<file path="src/design/humidity_temp_frame_decoder_top_macros.svh">
// ----------------------------------------------------------------------------
// Assertion macros for the humidity/temperature frame decoder
// ----------------------------------------------------------------------------
`ifndef HUMIDITY_TEMP_FRAME_DECODER_TOP_MACROS_SVH
`define HUMIDITY_TEMP_FRAME_DECODER_TOP_MACROS_SVH

// Same-cycle implication, sampled on clk, off while in reset
`define HTFD_ASSERT_NOW(lbl, pre, post, msg) \
	lbl: assert property (@(posedge clk) disable iff (!arst_n) (pre) |-> (post)) \
		else $error(msg);

// Next-cycle implication, sampled on clk, off while in reset
`define HTFD_ASSERT_NEXT(lbl, pre, post, msg) \
	lbl: assert property (@(posedge clk) disable iff (!arst_n) (pre) |=> (post)) \
		else $error(msg);

`endif

</file>
<file path="src/design/htfd_pkg.sv">
// ----------------------------------------------------------------------------
// htfd_pkg
// Shared types, codes and CRC helper for the frame decoder.
// ----------------------------------------------------------------------------
`timescale 1ns / 1ps

package htfd_pkg;

	// Result status codes
	localparam logic [1:0] STAT_OK       = 2'd0;
	localparam logic [1:0] STAT_TEMP_ERR = 2'd1;
	localparam logic [1:0] STAT_HUM_ERR  = 2'd2;

	// CRC-8, MSB first, no reflection, no final xor
	localparam logic [7:0] CRC_POLY = 8'h31;
	localparam logic [7:0] CRC_INIT = 8'hFF;

	// Byte positions within the six-byte reply
	localparam logic [2:0] POS_T_HI  = 3'd0;
	localparam logic [2:0] POS_T_LO  = 3'd1;
	localparam logic [2:0] POS_T_CRC = 3'd2;
	localparam logic [2:0] POS_H_HI  = 3'd3;
	localparam logic [2:0] POS_H_LO  = 3'd4;
	localparam logic [2:0] POS_H_CRC = 3'd5;

	// Scaling: result = floor(SCALE * raw / 65535) - OFFSET
	localparam logic [14:0] TEMP_SCALE  = 15'd17500;
	localparam logic [15:0] TEMP_OFFSET = 16'd4500;
	localparam logic [14:0] HUM_SCALE   = 15'd12500;
	localparam logic [15:0] HUM_OFFSET  = 16'd600;
	localparam logic [13:0] HUM_MAX     = 14'd10000;

	// One decoded frame as handed from the front to the back
	typedef struct packed {
		logic [1:0]  status;
		logic [15:0] temp_word;
		logic [15:0] humid_word;
	} frame_rec_t;

	// Queue occupancy flags
	typedef struct packed {
		logic full;
		logic empty;
	} fifo_stat_t;

	// One byte through the CRC, bit by bit
	function automatic logic [7:0] crc8_update(input logic [7:0] crc, input logic [7:0] b);
		logic [7:0] c;
		c = crc ^ b;
		for (int k = 0; k < 8; k++) begin
			if (c[7]) begin
				c = {c[6:0], 1'b0} ^ CRC_POLY;
			end else begin
				c = {c[6:0], 1'b0};
			end
		end
		return c;
	endfunction

endpackage

</file>
<file path="src/design/humidity_temp_frame_decoder_top.sv">
// ----------------------------------------------------------------------------
// humidity_temp_frame_decoder_top
// Decodes six-byte temperature/humidity replies into checked centi readings.
// ----------------------------------------------------------------------------
// Input stream: one reply byte per transaction in s_axis_tdata; s_axis_tuser
// set marks byte 0 of a reply and restarts the byte count. Bytes are taken
// at one per cycle; s_axis_tready drops only when the frame queue is full.
// The reply is temperature word (high, low), its CRC-8, humidity word
// (high, low), its CRC-8 (poly 0x31, init 0xFF, per word).
// Output stream: one transaction per complete reply, carrying the status in
// m_axis_tuser and both readings in m_axis_tdata.
// Path: the sixth byte pushes a record into the queue; the result then passes
// the multiply stage and the output register.
// Throughput: one byte per cycle, one result per cycle, unless stalled.
// Stall: while m_axis_tready is low the back end holds its result, the
// queue of FIFO_DEPTH frames fills, then input is held off.
// Reset: arst_n clears the byte count, CRC, queue and all valid flags.
// ----------------------------------------------------------------------------
`timescale 1ns / 1ps

module humidity_temp_frame_decoder_top #(
	parameter int FIFO_DEPTH = 4
) (
	input  logic        clk,
	input  logic        arst_n,
	input  logic        s_axis_tvalid,
	output logic        s_axis_tready,
	input  logic [7:0]  s_axis_tdata,   // [7:0] data_byte
	input  logic        s_axis_tuser,   // [0] frame_start
	output logic        m_axis_tvalid,
	input  logic        m_axis_tready,
	output logic [31:0] m_axis_tdata,   // [14:0] temp_centi, [28:15] humidity_centi
	output logic [1:0]  m_axis_tuser    // [1:0] status
);
	import htfd_pkg::*;

	`include "humidity_temp_frame_decoder_top_macros.svh"

	fifo_stat_t         fifo_stat;
	frame_rec_t         push_rec;
	frame_rec_t         pop_rec;
	logic               push;
	logic               pop;
	logic signed [14:0] temp_centi;
	logic [13:0]        humidity_centi;

	htfd_front u_front (
		.clk         (clk),
		.arst_n      (arst_n),
		.in_valid    (s_axis_tvalid),
		.in_ready    (s_axis_tready),
		.data_byte   (s_axis_tdata),
		.frame_start (s_axis_tuser),
		.fifo_stat   (fifo_stat),
		.push        (push),
		.rec         (push_rec)
	);

	htfd_fifo #(
		.DEPTH (FIFO_DEPTH)
	) u_fifo (
		.clk     (clk),
		.arst_n  (arst_n),
		.push    (push),
		.wr_data (push_rec),
		.pop     (pop),
		.rd_data (pop_rec),
		.stat    (fifo_stat)
	);

	htfd_back u_back (
		.clk            (clk),
		.arst_n         (arst_n),
		.fifo_stat      (fifo_stat),
		.rec            (pop_rec),
		.pop            (pop),
		.out_valid      (m_axis_tvalid),
		.out_ready      (m_axis_tready),
		.status         (m_axis_tuser),
		.temp_centi     (temp_centi),
		.humidity_centi (humidity_centi)
	);

	assign m_axis_tdata = {3'b000, humidity_centi, temp_centi};

	// Checks
	`HTFD_ASSERT_NOW(a_no_overflow, push, !fifo_stat.full, "frame queue overflow")
	`HTFD_ASSERT_NOW(a_no_underflow, pop, !fifo_stat.empty, "frame queue underflow")
	`HTFD_ASSERT_NOW(a_status_code, m_axis_tvalid, m_axis_tuser <= STAT_HUM_ERR, "bad status code")
	`HTFD_ASSERT_NOW(a_hum_range, m_axis_tvalid, m_axis_tdata[28:15] <= HUM_MAX, "humidity above clamp")
	`HTFD_ASSERT_NEXT(a_push_lands, push && !pop, !fifo_stat.empty, "pushed frame lost")

endmodule

</file>
<file path="src/design/htfd_front.sv">
// ----------------------------------------------------------------------------
// htfd_front
// Byte framing, per-word CRC check and word capture; emits one frame record
// per complete six-byte reply.
// ----------------------------------------------------------------------------
`timescale 1ns / 1ps

module htfd_front (
	input  logic               clk,
	input  logic               arst_n,
	input  logic               in_valid,
	output logic               in_ready,
	input  logic [7:0]         data_byte,
	input  logic               frame_start,
	input  htfd_pkg::fifo_stat_t fifo_stat,
	output logic               push,
	output htfd_pkg::frame_rec_t rec
);
	import htfd_pkg::*;

	logic [2:0]  pos_q;
	logic [7:0]  crc_q;
	logic [15:0] temp_word_q;
	logic [15:0] humid_word_q;
	logic        temp_good_q;

	logic        accept;
	logic [2:0]  pos;
	logic [7:0]  crc_base;
	logic [7:0]  crc_next;

	assign in_ready = !fifo_stat.full;
	assign accept   = in_valid && in_ready;

	// Effective position: frame start or an out-of-range count restarts
	always_comb begin
		pos      = (frame_start || (pos_q > POS_H_CRC)) ? POS_T_HI : pos_q;
		crc_base = (pos == POS_T_HI) ? CRC_INIT : crc_q;
		crc_next = crc8_update(crc_base, data_byte);
	end

	// Record for the back end, valid on the humidity CRC byte
	always_comb begin
		rec.temp_word  = temp_word_q;
		rec.humid_word = humid_word_q;
		if (!temp_good_q) begin
			rec.status = STAT_TEMP_ERR;
		end else if (crc_base != data_byte) begin
			rec.status = STAT_HUM_ERR;
		end else begin
			rec.status = STAT_OK;
		end
	end

	assign push = accept && (pos == POS_H_CRC);

	// Position and CRC control state
	always_ff @(posedge clk or negedge arst_n) begin
		if (!arst_n) begin
			pos_q <= POS_T_HI;
			crc_q <= CRC_INIT;
		end else if (accept) begin
			if (pos == POS_H_CRC) begin
				pos_q <= POS_T_HI;
			end else begin
				pos_q <= pos + 3'd1;
			end
			if (pos == POS_T_CRC || pos == POS_H_CRC) begin
				crc_q <= CRC_INIT;
			end else begin
				crc_q <= crc_next;
			end
		end
	end

	// Word capture and temperature check result
	always_ff @(posedge clk) begin
		if (accept) begin
			unique case (pos)
				POS_T_HI:  temp_word_q[15:8]  <= data_byte;
				POS_T_LO:  temp_word_q[7:0]   <= data_byte;
				POS_T_CRC: temp_good_q        <= (crc_base == data_byte);
				POS_H_HI:  humid_word_q[15:8] <= data_byte;
				POS_H_LO:  humid_word_q[7:0]  <= data_byte;
				default: ;
			endcase
		end
	end

endmodule

</file>
<file path="src/design/htfd_fifo.sv">
// ----------------------------------------------------------------------------
// htfd_fifo
// Small register queue of frame records between the front and the back.
// ----------------------------------------------------------------------------
`timescale 1ns / 1ps

module htfd_fifo #(
	parameter int DEPTH = 4
) (
	input  logic                 clk,
	input  logic                 arst_n,
	input  logic                 push,
	input  htfd_pkg::frame_rec_t wr_data,
	input  logic                 pop,
	output htfd_pkg::frame_rec_t rd_data,
	output htfd_pkg::fifo_stat_t stat
);
	import htfd_pkg::*;

	localparam int PW = (DEPTH > 1) ? $clog2(DEPTH) : 1;
	localparam int CW = $clog2(DEPTH + 1);
	localparam logic [PW-1:0] LAST = PW'(DEPTH - 1);
	localparam logic [CW-1:0] FULL_CNT = CW'(DEPTH);

	frame_rec_t    mem_q [DEPTH];
	logic [PW-1:0] wr_ptr_q;
	logic [PW-1:0] rd_ptr_q;
	logic [CW-1:0] count_q;

	assign stat.full  = (count_q == FULL_CNT);
	assign stat.empty = (count_q == '0);
	assign rd_data    = mem_q[rd_ptr_q];

	// Pointers and fill count
	always_ff @(posedge clk or negedge arst_n) begin
		if (!arst_n) begin
			wr_ptr_q <= '0;
			rd_ptr_q <= '0;
			count_q  <= '0;
		end else begin
			if (push) begin
				wr_ptr_q <= (wr_ptr_q == LAST) ? '0 : wr_ptr_q + PW'(1);
			end
			if (pop) begin
				rd_ptr_q <= (rd_ptr_q == LAST) ? '0 : rd_ptr_q + PW'(1);
			end
			if (push && !pop) begin
				count_q <= count_q + CW'(1);
			end else if (pop && !push) begin
				count_q <= count_q - CW'(1);
			end
		end
	end

	// Storage
	always_ff @(posedge clk) begin
		if (push) begin
			mem_q[wr_ptr_q] <= wr_data;
		end
	end

endmodule

</file>
<file path="src/design/htfd_back.sv">
// ----------------------------------------------------------------------------
// htfd_back
// Scales raw words to centi-units: multiply stage, then divide by 65535,
// offset, and humidity clamp, into the output register.
// ----------------------------------------------------------------------------
`timescale 1ns / 1ps

module htfd_back (
	input  logic                 clk,
	input  logic                 arst_n,
	input  htfd_pkg::fifo_stat_t fifo_stat,
	input  htfd_pkg::frame_rec_t rec,
	output logic                 pop,
	output logic                 out_valid,
	input  logic                 out_ready,
	output logic [1:0]           status,
	output logic signed [14:0]   temp_centi,
	output logic [13:0]          humidity_centi
);
	import htfd_pkg::*;

	logic        valid_s1;
	logic [1:0]  status_s1;
	logic [30:0] temp_prod_s1;
	logic [30:0] hum_prod_s1;

	logic        out_valid_q;
	logic [1:0]  status_q;
	logic [14:0] temp_q;
	logic [13:0] hum_q;

	logic        adv_out;
	logic        adv_s1;
	logic [31:0] temp_sum;
	logic [31:0] hum_sum;
	logic [15:0] temp_quo;
	logic [15:0] hum_quo;
	logic [15:0] temp_diff;
	logic [15:0] hum_diff;
	logic [13:0] hum_clamp;

	// Output register moves when free or being taken; stage 1 also when empty
	assign adv_out = !out_valid_q || out_ready;
	assign adv_s1  = !valid_s1 || adv_out;
	assign pop     = !fifo_stat.empty && adv_s1;

	// Stage 1: scale products
	always_ff @(posedge clk or negedge arst_n) begin
		if (!arst_n) begin
			valid_s1 <= 1'b0;
		end else if (adv_s1) begin
			valid_s1 <= pop;
		end
	end

	always_ff @(posedge clk) begin
		if (pop) begin
			status_s1    <= rec.status;
			temp_prod_s1 <= 31'(TEMP_SCALE) * 31'(rec.temp_word);
			hum_prod_s1  <= 31'(HUM_SCALE) * 31'(rec.humid_word);
		end
	end

	// Divide by 2^16-1 as (x + (x >> 16) + 1) >> 16, exact for x < 2^32
	always_comb begin
		temp_sum  = 32'(temp_prod_s1) + 32'(temp_prod_s1[30:16]) + 32'd1;
		hum_sum   = 32'(hum_prod_s1) + 32'(hum_prod_s1[30:16]) + 32'd1;
		temp_quo  = temp_sum[31:16];
		hum_quo   = hum_sum[31:16];
		temp_diff = temp_quo - TEMP_OFFSET;
		hum_diff  = hum_quo - HUM_OFFSET;
		if (hum_quo < HUM_OFFSET) begin
			hum_clamp = '0;
		end else if (hum_diff > 16'(HUM_MAX)) begin
			hum_clamp = HUM_MAX;
		end else begin
			hum_clamp = hum_diff[13:0];
		end
	end

	// Stage 2: output register
	always_ff @(posedge clk or negedge arst_n) begin
		if (!arst_n) begin
			out_valid_q <= 1'b0;
		end else if (adv_out) begin
			out_valid_q <= valid_s1;
		end
	end

	always_ff @(posedge clk) begin
		if (adv_out && valid_s1) begin
			status_q <= status_s1;
			temp_q   <= temp_diff[14:0];
			hum_q    <= hum_clamp;
		end
	end

	assign out_valid      = out_valid_q;
	assign status         = status_q;
	assign temp_centi     = $signed(temp_q);
	assign humidity_centi = hum_q;

endmodule
</file>
<file path="config.mk">
export PLATFORM = sky130hd
export DESIGN_NAME = humidity_temp_frame_decoder_top
export DESIGN_NICKNAME = d
export VERILOG_FILES = /design/src/design/htfd_pkg.sv /design/src/design/humidity_temp_frame_decoder_top.sv /design/src/design/htfd_front.sv /design/src/design/htfd_fifo.sv /design/src/design/htfd_back.sv
export VERILOG_INCLUDE_DIRS = /design/src /design/src/design
export SDC_FILE = /design/constraint.sdc
export NUM_CORES = 1
export LEC_CHECK = 0
export BUFFER_PORTS_ARGS = -buffer_cell sky130_fd_sc_hd__buf_4
export CAP_MARGIN = 20
export CORE_MARGIN = 8
export CORE_UTILIZATION = 40
export DETAILED_ROUTE_END_ITERATION = 6
export PLACE_DENSITY = 0.64
export SLEW_MARGIN = 20
export SYNTH_ARGS = -nofsm -noshare
export SYNTH_HDL_FRONTEND = slang
export SYNTH_SLANG_ARGS = --single-unit
</file>
<file path="constraint.sdc">
create_clock -name clk -period 16.4 [get_ports clk]
set_input_delay 3.28 -clock clk [delete_from_list [all_inputs] [get_ports clk]]
set_output_delay 3.28 -clock clk [all_outputs]
set_load 0.005 [all_outputs]
</file>
-- Word level (Yosys, flattened, before mapping)
Memories as Yosys holds them, arrays and structs flattened.
Index checks and enable logic that the tools add are counted.
- RAM bits: 136
- word-level logic and storage cells: 101
- memories: 1
- register bits after elaboration: 143
- output and inout bits: 36
- memories (name ; depth ; bits a word ; rd ports ; clocked after Yosys merged registers in ; wr ports ; line ; text):
    u_fifo.mem_q ; 4 ; 34 ; 1 ; 0 ; 1 ; htfd_fifo.sv:25 ; frame_rec_t mem_q [DEPTH];
- muxes and demuxes: 21
- multipliers: 2
- equal/unequal tests: 10
- order comparisons: 3
- bitwise gates (word level): 9
- add/subtract/negate cells: 11
- reduce and logical (&&, ||, !) cells: 25
- operators with widths (cell ; number):
    6-bit 2-to-1 mux ; 8
    32-bit by 1-bit adder with 32-bit output, second input constant ; 1
    30-bit by 14-bit adder with 31-bit output ; 1
    31-bit by 1-bit adder with 31-bit output, second input constant ; 1
    31-bit by 15-bit adder with 31-bit output ; 1
    13-bit by 16-bit multiplier with 29-bit output, first input constant ; 1
    12-bit by 16-bit multiplier with 28-bit output, first input constant ; 1
    3-bit NOT ; 8
    16-bit by 14-bit greater-than comparator with 1-bit output, second input constant ; 1
    16-bit by 10-bit < comparator with 1-bit output, second input constant ; 1
    8-bit 2-to-1 mux ; 2
    16-bit by 10-bit subtractor with 16-bit output, second input constant ; 1
    15-bit by 13-bit subtractor with 15-bit output, second input constant ; 1
    14-bit 2-to-1 mux ; 1
    3-bit 2-to-1 mux ; 4
    2-bit AND reduction ; 5
    3-bit == test, second input constant ; 3
    8-bit == test ; 1
    2-bit 2-to-1 mux ; 4
    8-bit inequality test ; 1
    8-bit bitwise XOR ; 1
    3-bit by 1-bit adder with 3-bit output, second input constant ; 2
    3-bit by 2-bit == test with 1-bit output, second input constant ; 2
    1-bit logical AND ; 6
    11 further kinds ; 23

-- Longest topological paths before layout
- depth in word-level cells: 23
- depth in mapped cells: 26
- depth with buffers taken out: 24

-- Modules after synthesis
Synthesis repeated with hierarchy kept, for this count alone.
- cell total of the unflattened synthesis: 1427
- area total of the unflattened synthesis: 18361.4 sq um
- modules (own cells, without submodules) (module ; times used ; cells each ; area an instance (sq um) ; seq. area each (sq um)):
    htfd_back ; 1 ; 1087 ; 11073.1 ; 2752.6
    htfd_fifo ; 1 ; 215 ; 5375.2 ; 4259.1
    htfd_front ; 1 ; 121 ; 1886.8 ; 1276.2
    humidity_temp_frame_decoder_top ; 1 ; 4 ; 26.3 ; 0.0

-- Worst setup path before layout
OpenSTA, ideal clock, no wires.
- path kind: input port to flip-flop
- start point: in m_axis_tready
- end point: reg u_fifo.count_q[1]
- data arrival time: 7.548 ns
- path buffers: 0
- path slack: 8.727 ns
- stages: 7
- required time: 16.275 ns
- setup time: 0.125 ns
- cells stage by stage: nor2b_1 -> a21oi_1 -> inv_1 -> ha_1 -> inv_1 -> fa_1 -> mux2_2
- cells in the longest elaborated chain, start to end: 6
- elaborated cells on any way between the ends: 8
- ends and longest elaborated chain (element ; line ; text):
    start, declared ; humidity_temp_frame_decoder_top.sv:31 ; input logic m_axis_tready,
    1-bit logical OR * ; htfd_back.sv:43 ; assign adv_out = !out_valid_q || out_ready;
    1-bit logical OR * ; htfd_back.sv:44 ; assign adv_s1 = !valid_s1 || adv_out;
    1-bit logical AND * ; htfd_back.sv:45 ; assign pop = !fifo_stat.empty && adv_s1;
    via pop ; humidity_temp_frame_decoder_top.sv:43 ; logic pop;
    1-bit logical NOT ; htfd_fifo.sv:47 ; if (push && !pop) begin
    1-bit logical AND ; htfd_fifo.sv:47 ;
    3-bit 2-to-1 mux / 2-bit nonzero test (equally long branches) ; -- ;
    end signal, assigned ; htfd_fifo.sv:48 ; count_q <= count_q + CW'(1);
    end signal, assigned ; htfd_fifo.sv:50 ; count_q <= count_q - CW'(1);
    end, declared ; htfd_fifo.sv:28 ; logic [CW-1:0] count_q;
Mark *: on every way through the listed nets, which the timed path passes. The rest lies on a longest branch.
A chain may end at the register's enable or synchronous reset.

-- Final worst setup path
- start point: reg u_fifo.rd_ptr_q[0]
- end point: reg u_back.temp_prod_s1[30] (data pin)
- cells in the longest elaborated chain, start to end: 2
- ends and longest elaborated chain (element ; line ; text):
    start, declared ; htfd_fifo.sv:27 ; logic [PW-1:0] rd_ptr_q;
    start signal, assigned ; htfd_fifo.sv:45 ; rd_ptr_q <= (rd_ptr_q == LAST) ? '0 : rd_ptr_q + PW'(1);
    memory read 4 x 34 bit ; -- ;
    13-bit by 16-bit multiplier with 29-bit output ; htfd_back.sv:59 ; temp_prod_s1 <= 31'(TEMP_SCALE) * 31'(rec.temp_word);
    end signal, assigned ; htfd_back.sv:59 ;
    end, declared ; htfd_back.sv:24 ; logic [30:0] temp_prod_s1;
No other way between the ends.

==> flow_summary.json <==
{
  "vias_per_cell": 5.15,
  "cts_made_buffers": 29,
  "multi_input_area_um2": 9870,
  "netlist_area_um2": 19200,
  "post_cts_buffers": 0,
  "fin_crit_ps": 7080,
  "hold_depth": 0,
  "cts_sinks": 279,
  "outcome": "completed",
  "min_period_over_period": 0.432,
  "dp_hpwl_mm": 29.4,
  "worstPathArrival_ps": 7400,
  "tightest_slew_ps": 964,
  "reg2reg_slack_ps": 9320,
  "dpl_cell_area_um2": 20200,
  "ant_nets": 0,
  "n_antenna_cell": 0,
  "timing.rr.start": "u_fifo.rd_ptr_q[0]$_DFFE_PN0P_",
  "fin_worst_skew_ps": 17.8,
  "antenna_found_initial": 1,
  "yosys_register_bits": 279,
  "cp.required_ps": 16720,
  "topRoutingLayerUsed": "met4",
  "fp.dieW_um": 235,
  "drt-total-wl_mm": 38.3,
  "rsz0062_at_grt": "no",
  "vias": 11600,
  "route.met3.wl_mm": 1.51,
  "reg2reg_to": "u_back.temp_prod_s1[30]$_DFFE_PP_",
  "ctsRootBufferMaster": "clkbuf_16",
  "cts_buffer_depth": 3,
  "setup_viol": 0,
  "die_height_um": 235,
  "core.rowCount": 80,
  "r2r.worst_path.cells": 22,
  "worstSkewPairLatency_ps": 570,
  "synth_edf_count": 259,
  "cts_resized": 0,
  "yosysTopAreaCell": "edfxtp_1",
  "drive_gt1_frac": 0.115,
  "fin_setup_tns_ps": 0,
  "synth.avg_cell_area_um2": 12.2,
  "drcViolationCount": 0,
  "syn_inst": 1565,
  "track_usage": 0.138,
  "place_congestion": 0.889,
  "yosys.area.top_type_share": 0.406,
  "drt_first_pass_iters": 5,
  "seq_area_frac_synth": 0.433,
  "holdPathEnd": "u_back.status[1]$_DFFE_PP_",
  "dominantRegCellSynth": "edfxtp_1",
  "routedLengthMet1_mm": 18.2,
  "grt_pass1_vias": 12100,
  "h-tree-depth": 1,
  "grt_pass1_wl_mm": 63.3,
  "dieArea_um2": 55200,
  "wl_per_cell_um": 17.0,
  "hold_viol": 0,
  "min_path_type": "reg -> reg",
  "core_area_um2": 47500,
  "io_pins": 49,
  "cts_tree": "yes",
  "cap_violations": 0,
  "cp_max_fo": 29,
  "regArea_um2": 8290,
  "ys_types": 88,
  "slew-limit-headroom": 0.354,
  "clk_pin_slew_ps": 60,
  "crit_path_start_kind": "register",
  "crit_type": "reg -> reg",
  "final_cell_area_um2": 21200,
  "layout_common_cells": "259 x edfxtp_1, 238 x inv_1, 233 x ha_1, 91 x fa_1, 84 x nor2_1",
  "grt_start_max_net_pins": 63,
  "area_growth_pct": 10.8,
  "final_nets": 1958,
  "grt_overflow": 0,
  "met2WireLength_mm": 17.7,
  "start_util": 0.403,
  "slew_viol_final": 0,
  "holdCritStartpoint": "u_back.status_s1[1]$_DFFE_PP_",
  "fill_cells": 4283,
  "drtIter0Drc": 695,
  "fmaxAchievable_mhz": 141,
  "ys_async_sr_fraction": 0.0717,
  "hold_buffers": 0,
  "synth_area_leaders": "edfxtp_1 41%, ha_1 15%, fa_1 9.5%, inv_1 4.7%, mux4_2 4.0%",
  "io_buffers": 45,
  "mostFrequentLayoutCell": "edfxtp_1",
  "worstSetupEndpointType": "register",
  "yosys_warnings": 0
}
## Yosys cell counts (20+ instances only)
| cell type | count |
|---|---|
| edfxtp_1 | 259 |
| inv_1 | 238 |
| ha_1 | 233 |
| fa_1 | 91 |
| nor2_1 | 84 |
| xnor2_1 | 74 |
| a21oi_1 | 54 |
| nand2_1 | 48 |
| xor2_1 | 38 |
| o21ai_0 | 35 |
| mux4_2 | 34 |
| nand3_1 | 27 |
| nor3_1 | 26 |
| clkbuf_1 | 23 |
| and3_1 | 20 |
## metal layers
| layer | GRT usage | vias to the layer above |
|---|---|---|
| met1 | 0.190 | 5623 |
| met2 | 0.229 | 240 |
| met4 | 0.0343 | 0 |
| li1 | - | 5716 |
| met3 | 0.0172 | 53 |
| met5 | 0 | - |
## how the worst max path moves through the flow
stage | startpoint | end | slack (ps)
2_1_floorplan | m_axis_tready | u_fifo.count_q[1]$_DFFE_PN0P_ | 8730
3_3_place_gp | u_fifo.rd_ptr_q[0]$_DFFE_PN0P_ | u_back.temp_prod_s1[30]$_DFFE_PP_ | 9330
3_5_place_dp | u_fifo.rd_ptr_q[0]$_DFFE_PN0P_ | u_back.temp_prod_s1[30]$_DFFE_PP_ | 9260
4_1_cts | u_fifo.rd_ptr_q[0]$_DFFE_PN0P_ | u_back.temp_prod_s1[30]$_DFFE_PP_ | 9250
5_1_grt | u_fifo.rd_ptr_q[0]$_DFFE_PN0P_ | u_back.temp_prod_s1[30]$_DFFE_PP_ | 8830
6_report | u_fifo.rd_ptr_q[0]$_DFFE_PN0P_ | u_back.temp_prod_s1[30]$_DFFE_PP_ | 9320
## through the flow
| step | cells | hold WS, ps | util | worst slack (ps) |
|---|---|---|---|---|
| floorplan | 1567 | 400 | - | 8730 |
| global placement | 2205 | 421 | 0.425 | 9330 |
| detailed placement | 2205 | 422 | 0.425 | 9260 |
| CTS | 2259 | 436 | 0.446 | 9250 |
| global route | 2259 | 438 | 0.446 | 8830 |
| finish | 2259 | 431 | 0.446 | 9320 |
## state kept, by name (all words and copies together) (netlist names)
register,flops
u_back.hum_prod_s1,28
u_back.humidity_centi,14
u_back.out_valid,1
u_back.status,2
u_back.status_s1,2
u_back.temp_centi,15
u_back.temp_prod_s1,29
u_back.valid_s1,1
u_fifo.count_q,3
u_fifo.mem_q,136
u_fifo.rd_ptr_q,2
u_fifo.wr_ptr_q,2
u_front.crc_q,8
u_front.humid_word_q,16
u_front.pos_q,3
u_front.temp_good_q,1
u_front.temp_word_q,16
## critical path: stages, from the launching register on
cell and delay [ps]:
dfrtp_2 540, buf_4 550, mux4_2 670, ha_1 310, inv_1 50, fa_1 500
inv_1 50, ha_1 300, fa_1 480, inv_1 50, fa_1 520, inv_1 40
ha_1 350, a211o_1 300, a31o_2 220, o41a_1 340, a41o_1 280, o41ai_1 370
o21ai_0 200, o21a_1 210, o21ai_0 140, nand2b_1 110, a31o_2 250
## kinds of logic (layout without fill, tap and decap cells)
logic type | count (synthesis) | after routing | synth area share
flip-flops | 279 | 279 | 0.433
other | 1 | 3 | 0.000196
multiplexers | 43 | 43 | 0.0453
adder cells (fa/ha/maj) | 325 | 325 | 0.248
buffers and inverters | 269 | 346 | 0.0538
AND/OR/NAND/NOR | 305 | 305 | 0.0833
AO/OA/AOI/OAI | 228 | 228 | 0.0833
XOR/XNOR | 115 | 115 | 0.0537
## layout make-up
class	count	share of cell area
multi-input cells	1019	0.465
inverters	238	0.0421
clock inverters	19	0.0104
well taps	615	0.0363
repair buffers	54	0.0191
flip-flops and latches	279	0.391
clock buffers	35	0.0367
Power is not shown: default switching activity piles up to over one toggle a cycle in this logic, so the estimate is an artifact.
